==> src/design/pmq_pkg.sv <==
`timescale 1ns / 1ps

package pmq_pkg;

   localparam int SLOTS_DEF     = 32;
   localparam int MAX_BYTES_DEF = 256;

   localparam int PRIO_W     = 15;
   localparam int LEN_W      = 9;
   localparam int PAY_W      = 32;
   localparam int BUF_W      = 16;
   localparam int STATUS_W   = 3;
   localparam int COUNT_W    = 6;
   localparam int MAXM_W     = 6;
   localparam int MSIZE_W    = 9;
   localparam int REQ_DATA_W = 72;
   localparam int RSP_DATA_W = 72;
   localparam int CSR_IDX_W  = 1;
   localparam int CSR_DATA_W = 9;

   typedef enum logic [STATUS_W-1:0] {
      STAT_OK        = 3'd0,
      STAT_TOO_LONG  = 3'd1,
      STAT_FULL      = 3'd2,
      STAT_EMPTY     = 3'd3,
      STAT_TOO_SMALL = 3'd4
   } status_type;

   typedef enum logic [CSR_IDX_W-1:0] {
      CSR_MAX_MESSAGES = 1'b0,
      CSR_MESSAGE_SIZE = 1'b1
   } csr_type;

   typedef enum logic [2:0] {
      S_IDLE,
      S_DECIDE,
      S_ALLOC,
      S_WALK,
      S_LINK,
      S_LINK_PREV,
      S_RECV,
      S_RESP
   } state_type;

   typedef struct packed {
      logic load_req;
      logic decide;
      logic alloc;
      logic walk;
      logic link;
      logic link_prev;
      logic recv;
      logic load_rsp;
   } cmd_type;

   typedef struct packed {
      logic is_recv;
      logic err;
      logic head_nil;
      logic walk_more;
      logic prev_nil;
      logic out_free;
   } flags_type;

endpackage

==> src/design/pmq_ctrl.sv <==
`timescale 1ns / 1ps

module pmq_ctrl
   import pmq_pkg::*;
(
   input  logic      clock,
   input  logic      reset,
   input  logic      req_tvalid,
   output logic      req_tready,
   input  flags_type flags,
   output cmd_type   cmd
);

   state_type state_ff;
   state_type state_in;

   always_ff @(posedge clock) begin
      if (reset) begin
         state_ff <= S_IDLE;
      end else begin
         state_ff <= state_in;
      end
   end

   always_comb begin
      state_in   = state_ff;
      cmd        = '0;
      req_tready = 1'b0;
      unique case (state_ff)
         S_IDLE: begin
            req_tready   = 1'b1;
            cmd.load_req = req_tvalid;
            if (req_tvalid) begin
               state_in = S_DECIDE;
            end
         end
         S_DECIDE: begin
            cmd.decide = 1'b1;
            if (flags.err) begin
               state_in = S_RESP;
            end else if (flags.is_recv) begin
               state_in = S_RECV;
            end else begin
               state_in = S_ALLOC;
            end
         end
         S_ALLOC: begin
            cmd.alloc = 1'b1;
            state_in  = flags.head_nil ? S_LINK : S_WALK;
         end
         S_WALK: begin
            cmd.walk = 1'b1;
            if (!flags.walk_more) begin
               state_in = S_LINK;
            end
         end
         S_LINK: begin
            cmd.link = 1'b1;
            state_in = flags.prev_nil ? S_RESP : S_LINK_PREV;
         end
         S_LINK_PREV: begin
            cmd.link_prev = 1'b1;
            state_in      = S_RESP;
         end
         S_RECV: begin
            cmd.recv = 1'b1;
            state_in = S_RESP;
         end
         S_RESP: begin
            if (flags.out_free) begin
               cmd.load_rsp = 1'b1;
               state_in     = S_IDLE;
            end
         end
         default: begin
            state_in = S_IDLE;
         end
      endcase
   end

endmodule

==> src/design/pmq_dpath.sv <==
`timescale 1ns / 1ps

module pmq_dpath
   import pmq_pkg::*;
#(
   parameter int SLOTS     = SLOTS_DEF,
   parameter int MAX_BYTES = MAX_BYTES_DEF
) (
   input  logic                  clock,
   input  logic                  reset,
   input  logic [REQ_DATA_W-1:0] req_tdata,
   input  logic                  req_tuser,
   output logic                  rsp_tvalid,
   input  logic                  rsp_tready,
   output logic [RSP_DATA_W-1:0] rsp_tdata,
   input  logic                  csr_we,
   input  logic [CSR_IDX_W-1:0]  csr_index,
   input  logic [CSR_DATA_W-1:0] csr_wdata,
   input  cmd_type               cmd,
   output flags_type             flags
);

   localparam int IDX_W  = $clog2(SLOTS);
   localparam int PTR_W  = $clog2(SLOTS + 1);
   localparam int MB_W   = $clog2(MAX_BYTES + 1);
   localparam int SZ_W   = (MB_W > 10) ? MB_W : 10;
   localparam int CMP_W  = (SZ_W > BUF_W) ? SZ_W : BUF_W;
   localparam int MW     = (PTR_W > MAXM_W) ? PTR_W : MAXM_W;
   localparam logic [PTR_W-1:0] NIL = PTR_W'(SLOTS);

   // item
   logic              mode_ff;
   logic [PRIO_W-1:0] prio_ff;
   logic [LEN_W-1:0]  len_ff;
   logic [PAY_W-1:0]  pay_ff;
   logic [BUF_W-1:0]  buf_ff;

   // configuration
   logic [MAXM_W-1:0]  maxm_ff;
   logic [MSIZE_W-1:0] msize_ff;

   // list state
   logic [PTR_W-1:0] head_ff;
   logic [PTR_W-1:0] free_head_ff;
   logic [PTR_W-1:0] fresh_ff;
   logic [PTR_W-1:0] count_ff;
   logic [PTR_W-1:0] prev_ff;
   logic [PTR_W-1:0] cur_ff;
   logic [IDX_W-1:0] slot_ff;
   logic             recycled_ff;
   status_type       status_ff;

   // result
   logic [PRIO_W-1:0]     out_prio_ff;
   logic [LEN_W-1:0]      out_len_ff;
   logic [PAY_W-1:0]      out_pay_ff;
   logic                  rsp_valid_ff;
   logic [RSP_DATA_W-1:0] rsp_data_ff;

   // slot memories
   logic [PTR_W-1:0]  next_mem [SLOTS];
   logic [PRIO_W-1:0] prio_mem [SLOTS];
   logic [LEN_W-1:0]  len_mem  [SLOTS];
   logic [PAY_W-1:0]  pay_mem  [SLOTS];
   logic [PTR_W-1:0]  rd_next_ff;
   logic [PRIO_W-1:0] rd_prio_ff;
   logic [LEN_W-1:0]  rd_len_ff;
   logic [PAY_W-1:0]  rd_pay_ff;

   logic [IDX_W-1:0] rd_addr;
   logic             next_we;
   logic [IDX_W-1:0] next_waddr;
   logic [PTR_W-1:0] next_wdata;
   logic [IDX_W-1:0] alloc_slot;
   logic             data_we;

   logic [9:0]       size_round;
   logic [SZ_W-1:0]  eff_size;
   logic [CMP_W-1:0] eff_size_x;
   logic [MW-1:0]    eff_max;
   logic [MW-1:0]    count_x;
   status_type       status_calc;
   logic             prio_ge;

   // effective limits
   always_comb begin
      size_round = (10'(msize_ff) + 10'd7) & ~10'd7;
      if (SZ_W'(size_round) > SZ_W'(MAX_BYTES)) begin
         eff_size = SZ_W'(MAX_BYTES);
      end else begin
         eff_size = SZ_W'(size_round);
      end
      eff_size_x = CMP_W'(eff_size);
      if (MW'(maxm_ff) > MW'(SLOTS)) begin
         eff_max = MW'(SLOTS);
      end else begin
         eff_max = MW'(maxm_ff);
      end
      count_x = MW'(count_ff);
   end

   always_comb begin
      status_calc = STAT_OK;
      if (!mode_ff) begin
         if (CMP_W'(len_ff) > eff_size_x) begin
            status_calc = STAT_TOO_LONG;
         end else if (count_x >= eff_max) begin
            status_calc = STAT_FULL;
         end
      end else begin
         if (CMP_W'(buf_ff) < eff_size_x) begin
            status_calc = STAT_TOO_SMALL;
         end else if (count_ff == '0) begin
            status_calc = STAT_EMPTY;
         end
      end
   end

   assign alloc_slot = (free_head_ff != NIL) ? free_head_ff[IDX_W-1:0] : fresh_ff[IDX_W-1:0];
   assign data_we    = cmd.decide && !mode_ff && (status_calc == STAT_OK);
   assign prio_ge    = (rd_prio_ff >= prio_ff);

   always_comb begin
      flags.is_recv   = mode_ff;
      flags.err       = (status_calc != STAT_OK);
      flags.head_nil  = (head_ff == NIL);
      flags.walk_more = prio_ge && (rd_next_ff != NIL);
      flags.prev_nil  = (prev_ff == NIL);
      flags.out_free  = !rsp_valid_ff || rsp_tready;
   end

   // memory port selection
   always_comb begin
      rd_addr = '0;
      if (cmd.decide) begin
         rd_addr = mode_ff ? head_ff[IDX_W-1:0] : free_head_ff[IDX_W-1:0];
      end else if (cmd.alloc) begin
         rd_addr = head_ff[IDX_W-1:0];
      end else if (cmd.walk) begin
         rd_addr = rd_next_ff[IDX_W-1:0];
      end
   end

   always_comb begin
      next_we    = cmd.link || cmd.link_prev || cmd.recv;
      next_waddr = slot_ff;
      next_wdata = cur_ff;
      if (cmd.link_prev) begin
         next_waddr = prev_ff[IDX_W-1:0];
         next_wdata = PTR_W'(slot_ff);
      end else if (cmd.recv) begin
         next_waddr = head_ff[IDX_W-1:0];
         next_wdata = free_head_ff;
      end
   end

   always_ff @(posedge clock) begin
      if (next_we) begin
         next_mem[next_waddr] <= next_wdata;
      end
      rd_next_ff <= next_mem[rd_addr];
   end

   always_ff @(posedge clock) begin
      if (data_we) begin
         prio_mem[alloc_slot] <= prio_ff;
         len_mem[alloc_slot]  <= len_ff;
         pay_mem[alloc_slot]  <= pay_ff;
      end
      rd_prio_ff <= prio_mem[rd_addr];
      rd_len_ff  <= len_mem[rd_addr];
      rd_pay_ff  <= pay_mem[rd_addr];
   end

   // configuration
   always_ff @(posedge clock) begin
      if (reset) begin
         maxm_ff  <= MAXM_W'(32);
         msize_ff <= MSIZE_W'(256);
      end else if (csr_we) begin
         unique case (csr_index)
            CSR_MAX_MESSAGES: maxm_ff  <= csr_wdata[MAXM_W-1:0];
            CSR_MESSAGE_SIZE: msize_ff <= csr_wdata;
            default: ;
         endcase
      end
   end

   // item and result payload
   always_ff @(posedge clock) begin
      if (cmd.load_req) begin
         mode_ff     <= req_tuser;
         prio_ff     <= req_tdata[14:0];
         len_ff      <= req_tdata[23:15];
         pay_ff      <= req_tdata[55:24];
         buf_ff      <= req_tdata[71:56];
         out_prio_ff <= '0;
         out_len_ff  <= '0;
         out_pay_ff  <= '0;
      end
      if (cmd.decide) begin
         status_ff   <= status_calc;
         slot_ff     <= alloc_slot;
         recycled_ff <= (free_head_ff != NIL);
      end
      if (cmd.alloc) begin
         prev_ff <= NIL;
         cur_ff  <= head_ff;
      end
      if (cmd.walk && prio_ge) begin
         prev_ff <= cur_ff;
         cur_ff  <= rd_next_ff;
      end
      if (cmd.recv) begin
         out_prio_ff <= rd_prio_ff;
         out_len_ff  <= rd_len_ff;
         out_pay_ff  <= rd_pay_ff;
      end
      if (cmd.load_rsp) begin
         rsp_data_ff <= {7'd0, count_x[COUNT_W-1:0], out_pay_ff, out_len_ff,
                         out_prio_ff, status_ff};
      end
   end

   // list control state
   always_ff @(posedge clock) begin
      if (reset) begin
         head_ff      <= NIL;
         free_head_ff <= NIL;
         fresh_ff     <= '0;
         count_ff     <= '0;
      end else begin
         if (cmd.alloc) begin
            if (recycled_ff) begin
               free_head_ff <= rd_next_ff;
            end else begin
               fresh_ff <= fresh_ff + PTR_W'(1);
            end
         end
         if (cmd.link) begin
            count_ff <= count_ff + PTR_W'(1);
            if (prev_ff == NIL) begin
               head_ff <= PTR_W'(slot_ff);
            end
         end
         if (cmd.recv) begin
            head_ff      <= rd_next_ff;
            free_head_ff <= head_ff;
            count_ff     <= count_ff - PTR_W'(1);
         end
      end
   end

   always_ff @(posedge clock) begin
      if (reset) begin
         rsp_valid_ff <= 1'b0;
      end else if (cmd.load_rsp) begin
         rsp_valid_ff <= 1'b1;
      end else if (rsp_tready) begin
         rsp_valid_ff <= 1'b0;
      end
   end

   assign rsp_tvalid = rsp_valid_ff;
   assign rsp_tdata  = rsp_data_ff;

endmodule

==> src/design/priority_message_queue.sv <==
`timescale 1ns / 1ps
// channel | ports                    | carries
// req     | req_tvalid/tready/tdata/tuser | send or receive request, tuser = mode
// rsp     | rsp_tvalid/tready/tdata  | status, received message, message count
// csr     | csr_we/index/wdata       | max_messages (0), message_size (1)
//
// A request is taken in IDLE and checked in DECIDE; a rejected one goes on to RESP, a receive
// to RECV and RESP. A send goes to ALLOC and, when the list is not empty, to WALK over the
// stored messages of equal or higher priority (the list walk reads one slot per cycle), then
// to LINK, to LINK_PREV when it is not placed at the head, and to RESP. One request is in work
// at a time. Synchronous reset empties the queue; no memory clearing pass is needed.
// A finished result waits in the output register while the next request is taken.

module priority_message_queue
   import pmq_pkg::*;
#(
   parameter int SLOTS     = SLOTS_DEF,
   parameter int MAX_BYTES = MAX_BYTES_DEF
) (
   input  logic                  clock,
   input  logic                  reset,
   input  logic                  req_tvalid,
   output logic                  req_tready,
   // priority_req, length, payload, buffer_length
   input  logic [REQ_DATA_W-1:0] req_tdata,
   // mode
   input  logic                  req_tuser,
   output logic                  rsp_tvalid,
   input  logic                  rsp_tready,
   // status, out_priority, out_length, out_payload, message_count
   output logic [RSP_DATA_W-1:0] rsp_tdata,
   input  logic                  csr_we,
   input  logic [CSR_IDX_W-1:0]  csr_index,
   input  logic [CSR_DATA_W-1:0] csr_wdata
);

   cmd_type   cmd;
   flags_type flags;

   pmq_ctrl u_ctrl (
      .clock      (clock),
      .reset      (reset),
      .req_tvalid (req_tvalid),
      .req_tready (req_tready),
      .flags      (flags),
      .cmd        (cmd)
   );

   pmq_dpath #(
      .SLOTS     (SLOTS),
      .MAX_BYTES (MAX_BYTES)
   ) u_dpath (
      .clock      (clock),
      .reset      (reset),
      .req_tdata  (req_tdata),
      .req_tuser  (req_tuser),
      .rsp_tvalid (rsp_tvalid),
      .rsp_tready (rsp_tready),
      .rsp_tdata  (rsp_tdata),
      .csr_we     (csr_we),
      .csr_index  (csr_index),
      .csr_wdata  (csr_wdata),
      .cmd        (cmd),
      .flags      (flags)
   );

endmodule

==> config.mk <==
export PLATFORM = sky130hd
export DESIGN_NAME = priority_message_queue
export DESIGN_NICKNAME = d
export VERILOG_FILES = /design/src/design/pmq_pkg.sv /design/src/design/pmq_ctrl.sv /design/src/design/pmq_dpath.sv /design/src/design/priority_message_queue.sv
export SDC_FILE = /design/constraint.sdc
export NUM_CORES = 2
export LEC_CHECK = 0
export CAP_MARGIN = 20
export CORE_UTILIZATION = 45
export DETAILED_ROUTE_END_ITERATION = 7
export DONT_BUFFER_PORTS = 1
export GPL_TIMING_DRIVEN = 0
export HOLD_SLACK_MARGIN = 0.05
export PLACE_DENSITY = 0.62
export SETUP_SLACK_MARGIN = 0.4
export SLEW_MARGIN = 20
export SYNTH_ARGS = -nofsm -noshare
export SYNTH_HDL_FRONTEND = slang
export SYNTH_SLANG_ARGS = --single-unit
==> constraint.sdc <==
create_clock -name clock -period 12.9 [get_ports clock]
set_clock_uncertainty 0.15 [all_clocks]
set_input_delay 0.645 -clock clock [delete_from_list [all_inputs] [get_ports clock]]
set_output_delay 0.645 -clock clock [all_outputs]
set_load 0.005 [all_outputs]
==> impl_metrics.tcl <==
set metrics [dict create \
    seq_area_frac_synth 0.771 \
    finalPower_mw 19.6 \
    synth-compound-area-share 0.0344 \
    io_pins 162 \
    r2r_cells 14 \
    yosys-top-cells-area "edfxtp_1 75%, nand2_1 6.6%, nand4_1 4.0%" \
    synth.area.mux_share 0.0329 \
    yosysMostFrequentCell "edfxtp_1" \
    overflow 0 \
    fin_crit_sh 0.527 \
    min_from "csr_index" \
    grt_max_degree 34 \
    design_area_mm2 0.103 \
    worst-slew-pin-transition_ps 1230 \
    synthAdderAreaFrac 0.00562 \
    clock_latency_ps 880 \
    hold_class "in -> reg" \
    nNetsFinal 6753 \
    combPwrFrac 0.183 \
    post-place-ws_ps 5640 \
    slew_headroom 0.181 \
    p_switching_mw 5.89 \
    synth_area_per_cell_um2 14.8 \
    crit_type "reg -> reg" \
    finalMaxSlewViolations 0 \
    crit_required_ps 13320 \
    grt.total_usage 0.257 \
    worstPathMaxFanout 11 \
    yosys_warnings 0 \
    multi_input_area_mm2 0.0186 \
    synth_top_family_by_area "simple AND/OR/NAND/NOR gates" \
    grt_pass1_wl_um 369000 \
    die_x_um 445 \
    drive_gt1_frac 0.136 \
    place.gp.congestion 0.877 \
    cts_resized 0 \
    htree_levels 4 \
    r2r_end "u_dpath.pay_mem[8][15]" \
    p_leak_nw 34.5 \
    critPathLaunchType "flip-flop" \
    fin_hold_ws_ps 149 \
    core-area_mm2 0.195 \
    numCtsBuffers 227 \
    cp-end-kind "flip-flop" \
    drc 0 \
    cts-root-buf "clkbuf_16" \
    dr.first_iter.drc_count 6670 \
    clk_pin_slew_ps 60 \
    seqCellArea_mm2 0.0680 \
    areaGrowthSynthToFinish_pct 17.1 \
    rsz0062_at_grt "no" \
    p_clk_frac 0.339 \
    cts.sinks 2300 \
    wirelength_um 257000 \
    antenna_found_initial 12 \
    syn_area_mm2 0.0882 \
    cts_buffer_depth 3 \
    synthArstFlopShare 0 \
    die-area_mm2 0.198 \
    ys_seq_elements 2300 \
    dp_hpwl_um 183000 \
    p_int_mw 13.7 \
    start_util 0.453 \
    ff2ff_setup_slack_ps 6110 \
    synth_top_cell_area_share 0.748 \
    netlist_top_cells_count "2196 x edfxtp_1, 1544 x nand2_1, 565 x nand4_1, 269 x mux2i_1, 248 x a32oi_1" \
    hold_end "u_dpath.maxm_ff[1]" \
    synth_enable_flop_cells 2196 \
    synth-simple-area-share 0.133 \
    power_density_mw_per_mm2 189 \
    vias 54900 \
    yosysUniqueCellTypes 70 \
    cts_tree "built" \
    drv_cap 0 \
    die_h_um 445 \
    placement.io_buffers 0 \
    grt_pass1_vias 53400 \
    synth_area_leader_cell "edfxtp_1" \
    hold_depth 4 \
    peakVddDrop_mv 0.171 \
    r2r-start "u_dpath.len_ff[3]" \
    setup_viol 0 \
    max_clock_freq_mhz 147 \
    worst_slack_ps 6110 \
    ant_nets 0 \
    num_rows 162 \
    routedWlPerCell_um 27.2 \
    hold_viol 0 \
    final.fill_count 15700 \
    status "finished, final reports clean" \
    arrival_ps 7220 \
    pwr-share-seq 0.479 \
    swShare 0.301 \
    synth_cells 5974 \
    synth_xor_area_frac 0.00119 \
    synth_ff_type "edfxtp_1" \
    via_per_inst 5.80 \
    fin_crit_ps 6790 \
    dr.pass1.iters 6 \
    placedInstanceArea_mm2 0.0945 \
]
==> worst max-delay path by stage <==
stage                        start  depth (start not counted)                 endpoint
6_report         u_dpath.len_ff[3]                         14   u_dpath.pay_mem[8][15]
5_1_grt          u_dpath.len_ff[3]                         14   u_dpath.pay_mem[8][15]
4_1_cts          u_dpath.len_ff[3]                         14   u_dpath.pay_mem[8][15]
3_5_place_dp     u_dpath.len_ff[3]                         14   u_dpath.pay_mem[8][12]
3_3_place_gp     u_dpath.len_ff[3]                          9  u_dpath.pay_mem[27][13]
2_1_floorplan  u_dpath.msize_ff[0]                         11   u_dpath.len_mem[20][0]
==> worst max-delay path, cell delays in order, from the launching register on <==
cell	delay [ps]
edfxtp_1	640
inv_1	260
ha_1	450
nor4b_1	900
nand4_1	270
a21o_1	240
a31oi_1	670
nand4_1	560
clkbuf_1	450
nor3_2	650
buf_4	340
buf_4	230
buf_4	210
buf_4	220
buf_4	210
==> through the flow <==
step                      instances  TNS, ps  utilization
after floorplan                5980        0            -
after global placement         8604  -971860        0.470
after detailed placement       8908        0        0.485
after CTS                      9429        0        0.528
after global routing           9452        0        0.530
final                          9466        0        0.530
==> kinds of logic (layout without fill, tap and decap cells) <==
logic type	count (synthesis)	in the layout
buffers and inverters	413	1258
and+or+nand+nor	2552	2552
DFF	2300	2300
xor gates and xnor gates	12	12
other	2	25
muxes	286	286
adders and majority gates	39	39
AOI/OAI and AO/OA	370	370
==> final cells by class <==
class                   instances  area share
plain buffers                 373      0.0169
clock inverters               145      0.0141
diodes                         17    0.000412
well taps                    2624      0.0318
multi-input cells            3267       0.180
repair buffers                417      0.0384
clock buffers                 283      0.0582
flip-flops and latches       2300       0.659
inverters                      40     0.00145
==> registers in the layout, summed over array words and instances (netlist names), 13 cells and up <==
register and cells:
u_dpath.out_prio_ff 15, u_dpath.out_pay_ff 32, u_dpath.buf_ff 13, u_dpath.rd_prio_ff 15, u_dpath.pay_mem 1024, u_dpath.pay_ff 32
u_dpath.next_mem 192, u_dpath.rd_pay_ff 32, u_dpath.len_mem 288, u_dpath.prio_mem 480, u_dpath.prio_ff 15, u_dpath.rsp_tdata 65
==> placed cells by master, fill, tap and decap left out, types with 9 or more instances in the layout <==
cell	netlist	final
clkbuf_1	181	225
ha_1	38	38
a21o_1	11	11
nor4_4	8	9
nand2_1	1544	1544
and2_1	58	57
buf_1	21	21
buf_2	132	132
diode_2	0	17
a32oi_1	248	248
dlygate4sd3_1	0	93
nand3_1	132	132
buf_16	0	11
buf_8	0	33
bufinv_16	0	22
clkbuf_16	0	229
clkinv_1	2	48
edfxtp_1	2196	2196
nor2_1	94	87
buf_4	28	279
mux2_2	12	12
nor3_1	101	69
nor3_2	1	33
clkinvlp_4	0	11
nand4_1	565	565
a211oi_1	9	9
buf_6	8	34
inv_1	38	38
a21oi_1	46	44
clkinv_2	0	45
dfxtp_1	104	104
mux2i_1	269	269
==> metal layers <==
metal,GRT usage,vias to the layer above,routed length [um]
met5,0,-,0
met2,0.418,2623,124000
met4,0.114,0,11300
met3,0.0458,481,21100
li1,-,24100,-
met1,0.337,27700,101000
==> power by group through the flow <==
stage                     sequential [mW]  combinational (mW)  clock, mW
after floorplan                      9.38                1.83          0
after global placement               9.66                3.13          0
after detailed placement             9.60                3.39          0
after CTS                            9.45                3.43       6.69
after global routing                 9.40                3.78       6.98
final                                9.36                3.58       6.62
==> what timing repair did <==
action                                  4_1_cts  5_1_grt
hold buffers                                 93        0
setup buffers                                 0        0
hold endpoints to repair                    103        0
endpoints found under the setup margin        0        0
Power figures use the tool's default switching activity.
